## src/design/q2rm_pkg.sv

```systemverilog
// ============================================================================
// q2rm_pkg: shared types and constants for the quaternion to matrix block
// Holds the request and result structs and the datapath widths.
// ============================================================================
package q2rm_pkg;

    // Quotient bits of one element magnitude (0..16384).
    localparam int Q_W     = 15;
    // Width of the squared norm n (at most 2^32).
    localparam int N_W     = 33;
    // Width of the divisor 2n.
    localparam int D_W     = N_W + 1;
    // Width of the partial remainder: mag * 2^15 + n.
    localparam int REM_W   = N_W + Q_W;
    // Width of a signed element numerator (|num| <= n).
    localparam int NUM_W   = N_W + 2;
    // Number of matrix elements.
    localparam int N_ELEM  = 9;
    // Divider pipeline: one setup stage plus one stage per quotient bit.
    localparam int DIV_LAT = Q_W + 1;
    // Request to result strobe, in cycles.
    localparam int LAT     = DIV_LAT + 3;

    localparam logic [15:0] ONE_Q14 = 16'sd16384;

    typedef struct packed {
        logic signed [15:0] quat_x;
        logic signed [15:0] quat_y;
        logic signed [15:0] quat_z;
        logic signed [15:0] quat_w;
    } t_quat;

    typedef struct packed {
        logic signed [15:0] elem_00;
        logic signed [15:0] elem_01;
        logic signed [15:0] elem_02;
        logic signed [15:0] elem_10;
        logic signed [15:0] elem_11;
        logic signed [15:0] elem_12;
        logic signed [15:0] elem_20;
        logic signed [15:0] elem_21;
        logic signed [15:0] elem_22;
        logic               zero_quat;
    } t_matrix;

    // Side information that travels alongside the divider lanes.
    typedef struct packed {
        logic [N_ELEM-1:0] neg;
        logic              zero;
    } t_side;

endpackage

```

## src/design/q2rm_divider.sv

```systemverilog
// ============================================================================
// q2rm_divider: pipelined restoring divider for one matrix element
// Computes floor((mag * 2^15 + n) / (2n)), one quotient bit per stage.
// ============================================================================
module q2rm_divider (
    input  logic                       i_clk,
    input  logic [q2rm_pkg::N_W-1:0]   i_mag,
    input  logic [q2rm_pkg::N_W-1:0]   i_n,
    output logic [q2rm_pkg::Q_W-1:0]   o_q
);

    logic [q2rm_pkg::REM_W-1:0] r_rem [q2rm_pkg::Q_W+1];
    logic [q2rm_pkg::D_W-1:0]   r_d   [q2rm_pkg::Q_W+1];
    logic [q2rm_pkg::Q_W-1:0]   r_q   [q2rm_pkg::Q_W+1];

    // Setup stage: adding n before dividing by 2n gives round to nearest.
    always_ff @(posedge i_clk) begin
        r_rem[0] <= (q2rm_pkg::REM_W'(i_mag) << q2rm_pkg::Q_W)
                    + q2rm_pkg::REM_W'(i_n);
        r_d[0]   <= {i_n, 1'b0};
        r_q[0]   <= '0;
    end

    for (genvar k = 1; k <= q2rm_pkg::Q_W; k++) begin : g_stage
        logic [q2rm_pkg::REM_W-1:0] dsh;
        logic                       fit;
        logic [q2rm_pkg::REM_W-1:0] n_rem;
        logic [q2rm_pkg::Q_W-1:0]   n_q;

        always_comb begin
            dsh   = q2rm_pkg::REM_W'(r_d[k-1]) << (q2rm_pkg::Q_W - k);
            fit   = (r_rem[k-1] >= dsh);
            n_rem = fit ? (r_rem[k-1] - dsh) : r_rem[k-1];
            n_q   = r_q[k-1];
            n_q[q2rm_pkg::Q_W - k] = fit;
        end

        always_ff @(posedge i_clk) begin
            r_rem[k] <= n_rem;
            r_d[k]   <= r_d[k-1];
            r_q[k]   <= n_q;
        end
    end

    assign o_q = r_q[q2rm_pkg::Q_W];

endmodule

```

## config.mk

```make
export PLATFORM = sky130hd
export DESIGN_NAME = q2rm_divider
export DESIGN_NICKNAME = d
export VERILOG_FILES = /design/src/design/q2rm_pkg.sv /design/src/design/q2rm_divider.sv
export SDC_FILE = /design/constraint.sdc
export NUM_CORES = 2
export LEC_CHECK = 0
export BUFFER_PORTS_ARGS = -buffer_cell sky130_fd_sc_hd__buf_2
export CORE_MARGIN = 2
export CORE_UTILIZATION = 50
export DETAILED_ROUTE_END_ITERATION = 10
export GPL_TIMING_DRIVEN = 0
export PLACE_DENSITY_LB_ADDON = 0.12
export SLEW_MARGIN = 10
export SYNTH_ARGS = -nofsm -noshare
export SYNTH_HDL_FRONTEND = slang
export SYNTH_SLANG_ARGS = --single-unit
```

## constraint.sdc

```tcl
create_clock -name i_clk -period 4.6 [get_ports i_clk]
set_input_delay 0.23 -clock i_clk [delete_from_list [all_inputs] [get_ports i_clk]]
set_output_delay 0.23 -clock i_clk [all_outputs]
set_load 0.1 [all_outputs]
```

**Word level (Yosys, flattened, before mapping)**

Memories as Yosys holds them, arrays and structs flattened.
Cells that the tools add are included.

- Add/subtract/negate cells: 16
- Magnitude comparators: 15
- Muxes and demuxes: 15

Operators with widths:

| cell | count |
|---|---|
| 48-bit 2-to-1 mux | 15 |
| 48-bit by 33-bit adder with 48-bit output | 1 |
| 48-bit by 34-bit >= comparator with 1-bit output | 1 |
| 48-bit by 35-bit >= comparator with 1-bit output | 1 |
| 48-bit by 36-bit >= comparator with 1-bit output | 1 |
| 48-bit by 37-bit >= comparator with 1-bit output | 1 |
| 48-bit by 38-bit >= comparator with 1-bit output | 1 |
| 48-bit by 39-bit >= comparator with 1-bit output | 1 |
| 48-bit by 40-bit >= comparator with 1-bit output | 1 |
| 48-bit by 41-bit >= comparator with 1-bit output | 1 |
| 48-bit by 42-bit >= comparator with 1-bit output | 1 |
| 48-bit by 43-bit >= comparator with 1-bit output | 1 |
| 48-bit by 44-bit >= comparator with 1-bit output | 1 |
| 48-bit by 45-bit >= comparator with 1-bit output | 1 |
| 48-bit by 46-bit >= comparator with 1-bit output | 1 |
| 48-bit by 47-bit >= comparator with 1-bit output | 1 |
| 48-bit >= comparator | 1 |
| 48-bit by 34-bit subtractor with 48-bit output | 1 |
| 48-bit by 35-bit subtractor with 48-bit output | 1 |
| 48-bit by 36-bit subtractor with 48-bit output | 1 |
| 48-bit by 37-bit subtractor with 48-bit output | 1 |
| 48-bit by 38-bit subtractor with 48-bit output | 1 |
| 48-bit by 39-bit subtractor with 48-bit output | 1 |
| 48-bit by 40-bit subtractor with 48-bit output | 1 |
| other kinds (8) | 8 |

- Register bits: 0
- Memory bits (writable): 1552
- Output and inout bits: 15
- Word-level logic and storage cells: 49
- Memories kept: 3

Memory list:

| memory | depth | width | read ports | clocked after memory_dff | write ports | RTL line | source |
|---|---|---|---|---|---|---|---|
| r_rem | 16 | 48 | 15 | 0 | 16 | q2rm_divider.sv:12 | `logic [q2rm_pkg::REM_W-1:0] r_rem [q2rm_pkg::Q_W+1];` |
| r_d | 16 | 34 | 15 | 0 | 16 | q2rm_divider.sv:13 | `logic [q2rm_pkg::D_W-1:0] r_d [q2rm_pkg::Q_W+1];` |
| r_q | 16 | 15 | 16 | 0 | 16 | q2rm_divider.sv:14 | `logic [q2rm_pkg::Q_W-1:0] r_q [q2rm_pkg::Q_W+1];` |

**Depth between registers and ports, before layout**

An unclocked memory read counts as a cell.

- Word-level depth: 3
- Gate-level depth with buffers: 16

**Worst setup path after synthesis**

OpenSTA, ideal clock, no wires.

- Path kind: register -> register
- Start point: memory r_rem[10][5] (netlist bit)
- End point: memory r_rem[11][47] (netlist bit)
- Arrival time: 3010 ps
- Required time: 4482 ps
- Setup slack: 1472 ps
- Cell stages (with the launch flop): 15
- Buffers on the path: 0
- Period minus slack after synthesis: 3128 ps
- Cell sequence: dfxtp_1 -> inv_1 -> ha_1 -> inv_1 -> fa_1 -> a21o_1 -> a21oi_1 -> o21ai_0 -> o2111ai_1 -> a21boi_0 -> o21ai_0 -> a21oi_1 -> o31ai_1 -> nand3_1 -> xnor2_1

RTL lines:

| element | RTL line |
|---|---|
| start: declaration | q2rm_divider.sv:12 |

==> impl_metrics.py <==
metrics = {
    "status": {
        "result_of_the_run": "finished, violations left",
        "failed_checks": "setup timing",
    },
    "power_and_ir_drop": {
        "power.density_mw_per_mm2": 751,
        "power.leakage_uw": 0.0301,
        "power.ir.vdd_worst_v": 0.000494,
        "power_uw": 50400,
    },
    "sta": {
        "rsz0062_at_grt": "false",
        "tightest_slew_ns": 1.30,
        "finalCritPeriodShare_pct": 101,
        "setup-violations-final": 1,
        "fin_worst_skew_ns": 0.0242,
        "finalHoldViolCount": 0,
        "timing_max_transition_violations_final": 0,
        "finalSetupTns_ns": -0.0340,
        "finalWorstSetupSlack_ns": -0.0340,
        "achievable-frequency_ghz": 0.216,
        "layout_min_cycle_time_ns": 4.63,
        "timing.slew.headroom_pct": 12.6,
    },
    "synth": {
        "synth_flop_cell": "dfxtp_1",
        "synth-seq-area-share_pct": 40.7,
        "netlist_top_cells_count": "dfxtp_1 (1201), nand2_1 (634), inv_1 (618), a21oi_1 (580), o21ai_0 (535)",
        "synthTopCellsByArea": "dfxtp_1 (41%), ha_1 (11%), a21oi_1 (4.9%)",
        "synth_edf_count": 0,
        "postSynthCellCount": 6747,
        "synth_top_area_cell": "dfxtp_1",
        "ys_warn_count": 0,
        "yosysMostFrequentCell": "dfxtp_1",
        "async_flop_share_pct": 0,
        "synth_nets": 7341,
        "netlist-cell-type-count": 102,
        "post-synth-top-area-fraction_pct": 40.7,
        "post_synth.cell_area_avg_sq_um": 8.77,
        "yosys_register_bits": 1201,
        "synthesis.area_sq_mm": 0.0591,
    },
    "detailed_routing": {
        "drc_errors": 0,
        "routed-via-count": 47702,
        "m1WireLength_um": 53500,
        "antenna_violating_nets_post_route": 0,
        "average_vias_per_placed_instance": 5.49,
        "maxUsedRoutingLayer": "met4",
        "detail_route.first_pass.iterations": 5,
        "route.detailed.wl_per_inst_um": 18.8,
        "detailroute.wirelength.met2_um": 92300,
        "drt_iter0_markers": 1916,
        "wl_met3_um": 4230,
        "postRouteWirelength_um": 163000,
    },
    "global_route": {
        "grt_pass1_vias": 50271,
        "grt_first_pass_wirelength_um": 255000,
        "grt_overflow": 0,
        "grt_antenna_before_repair": 1,
        "grt_util_all_layers_pct": 26.7,
        "grt_start_max_net_pins": 17,
    },
    "cts": {
        "cts_tree": "done",
        "clkLatencyLatePin_ns": 0.78,
        "h-tree-depth": 4,
        "cts_inserted_buffers": 137,
        "cts.sinks": 1201,
        "cts.path.max_buffers": 3,
        "cts_setup_buffers": 0,
        "clock_pin_slew_on_the_worst_setup_and_hold_paths_ns": 0.06,
        "cts_root_buf": "clkbuf_16",
    },
    "place": {
        "place.detailed.hpwl_um": 132000,
        "gpl.final_weighted_congestion": 1.00,
        "post_dp_cell_area_sq_mm": 0.0615,
        "buffer_ports.inserted": 81,
    },
    "finish": {
        "area_delta_synth_final_pct": 13.5,
        "layout-drive-gt1-share_pct": 6.74,
        "nets": 7644,
        "layout.cell_area.non_filler_sq_mm": 0.0671,
    },
    "worst_setup_path": {
        "critical_path_source_type": "flop",
        "ff2ff_path_depth": 12,
        "reg2reg_setup_slack_ns": -0.03,
        "largest_fanout_of_any_net_on_the_critical_path": 10,
        "timing.critical_path.required_ns": 5.25,
        "worst_reg2reg_path_startpoint": "r_d[10][29]$_DFF_P_",
        "critical_path_arrival_ns": 5.28,
        "critPathCaptureType": "flop",
        "timing.setup.critical_path_class": "flop to flop",
        "rr_endpoint": "r_rem[11][14]$_DFF_P_",
    },
    "flow_run": {
        "cap_viol_max_count": 0,
    },
    "worst_hold_path": {
        "min_delay_path_depth": 2,
        "min_to": "r_rem[0][6]$_DFF_P_",
        "hold_path_class": "primary input to flop",
        "hold_path.startpoint": "i_n[6]",
    },
    "floorplanning": {
        "initial_utilization_pct": 50.2,
        "row_count": 126,
        "die_width_um": 348,
        "dieHeight_um": 348,
        "die-area_sq_mm": 0.121,
        "pin_count": 82,
        "coreArea_sq_mm": 0.118,
    },
}
how the worst max path moves through the flow:
stage                                 end  cells after the start  slack, ns                  from
finish              r_rem[11][14]$_DFF_P_                     12      -0.03   r_d[10][29]$_DFF_P_
global route        r_rem[13][30]$_DFF_P_                     13       0.01  r_rem[12][1]$_DFF_P_
CTS                 r_rem[12][29]$_DFF_P_                     13      0.008   r_d[11][14]$_DFF_P_
detailed placement   r_rem[5][40]$_DFF_P_                     13      -0.47   r_rem[4][1]$_DFF_P_
global placement     r_rem[5][40]$_DFF_P_                     11      -0.49   r_rem[4][2]$_DFF_P_
floorplan           r_rem[11][47]$_DFF_P_                     14       1.47  r_rem[10][5]$_DFF_P_
layout by cell type, fill, tap and decap left out, types with 19 or more instances in the layout:
master and n:
dfxtp_1 1201, nand2_1 634, inv_1 618, a21oi_1 578, o21ai_0 534, ha_1 512
nor2_1 382, xnor2_1 294, a21o_1 265, xor2_1 223, clkbuf_1 166, clkbuf_16 139
nand3_1 116, buf_2 109, nand4_1 98, nor3_1 87, dlygate4sd3_1 84, nand2b_1 66
nor2b_1 61, a211oi_1 58, a31oi_1 57, mux2_2 57, o21a_1 56, o21bai_1 52
and3_1 46, nor4_1 40, o31ai_1 38, or3_1 36, o211ai_1 29, and4_1 25
and2_1 24, clkbuf_8 24, or4_1 19
through the flow:
stage	util, %	setup slack, ns	std cells	hold WS, ns
final	57.0	-0.0340	8693	0.0790
after global routing	57.0	0.0132	8692	0.0539
after CTS	57.0	0.00833	8693	0.0235
after detailed placement	52.2	-0.474	8364	0.312
after global placement	52.2	-0.487	8364	0.309
after floorplan	-	1.47	6747	0.258
final cells by class:
cell class / instances / area, sq um
Sequential cell: 1201 / 24000
Multi-Input combinational cell: 4742 / 32100
Inverter: 619 / 2320
Fill cell: 10596 / 50600
Tap cell: 1536 / 1920
Buffer: 184 / 752
Timing Repair Buffer: 165 / 1250
Antenna cell: 1 / 2.50
Clock buffer: 192 / 3920
Clock inverter: 53 / 790
routing by layer:
layer,global-route usage (%),vias to the layer above
li1,-,24207
met1,21.8,21818
met2,56.4,1110
met3,3.10,567
met4,20.1,0
met5,0,-
where the power goes:
part / total [uW] / switching (uW) / internal [uW]
Combinational: 23700 / 13800 / 9820
Clock: 11200 / 4390 / 6830
Sequential: 15600 / 1880 / 13700
Total: 50400 / 20100 / 30300
sequential cells by signal (all words and copies together) (netlist names):
| signal | count |
|---|---|
| r_q | 120 |
| r_d | 361 |
| r_rem | 720 |
logic make-up after synthesis:
group           share of synthesized area [%]
fa+ha+maj                                11.3
xor+xnor                                 7.66
compound gates                           20.1
simple gates                             14.0
buf+inv                                  5.16
flops                                    40.7
mux                                      1.15
worst max-delay path, stage by stage, from the launching register on:
cell	delay, ns
dfxtp_1	0.35
inv_1	0.05
ha_1	0.27
clkbuf_1	0.29
and4_1	0.29
nand3_1	0.21
nor4_2	0.70
nand4_1	0.67
nand4b_1	0.41
nor4_2	0.13
buf_2	0.28
inv_1	0.44
mux2_2	0.39
what timing repair did:
action | 4_1_cts | 5_1_grt
hold buffers | 84 | 0
endpoints found under the setup margin | 101 | 76
gates resized for setup | 14 | 13
hold endpoints to repair | 66 | 0
Power figures use the tool's default switching activity.
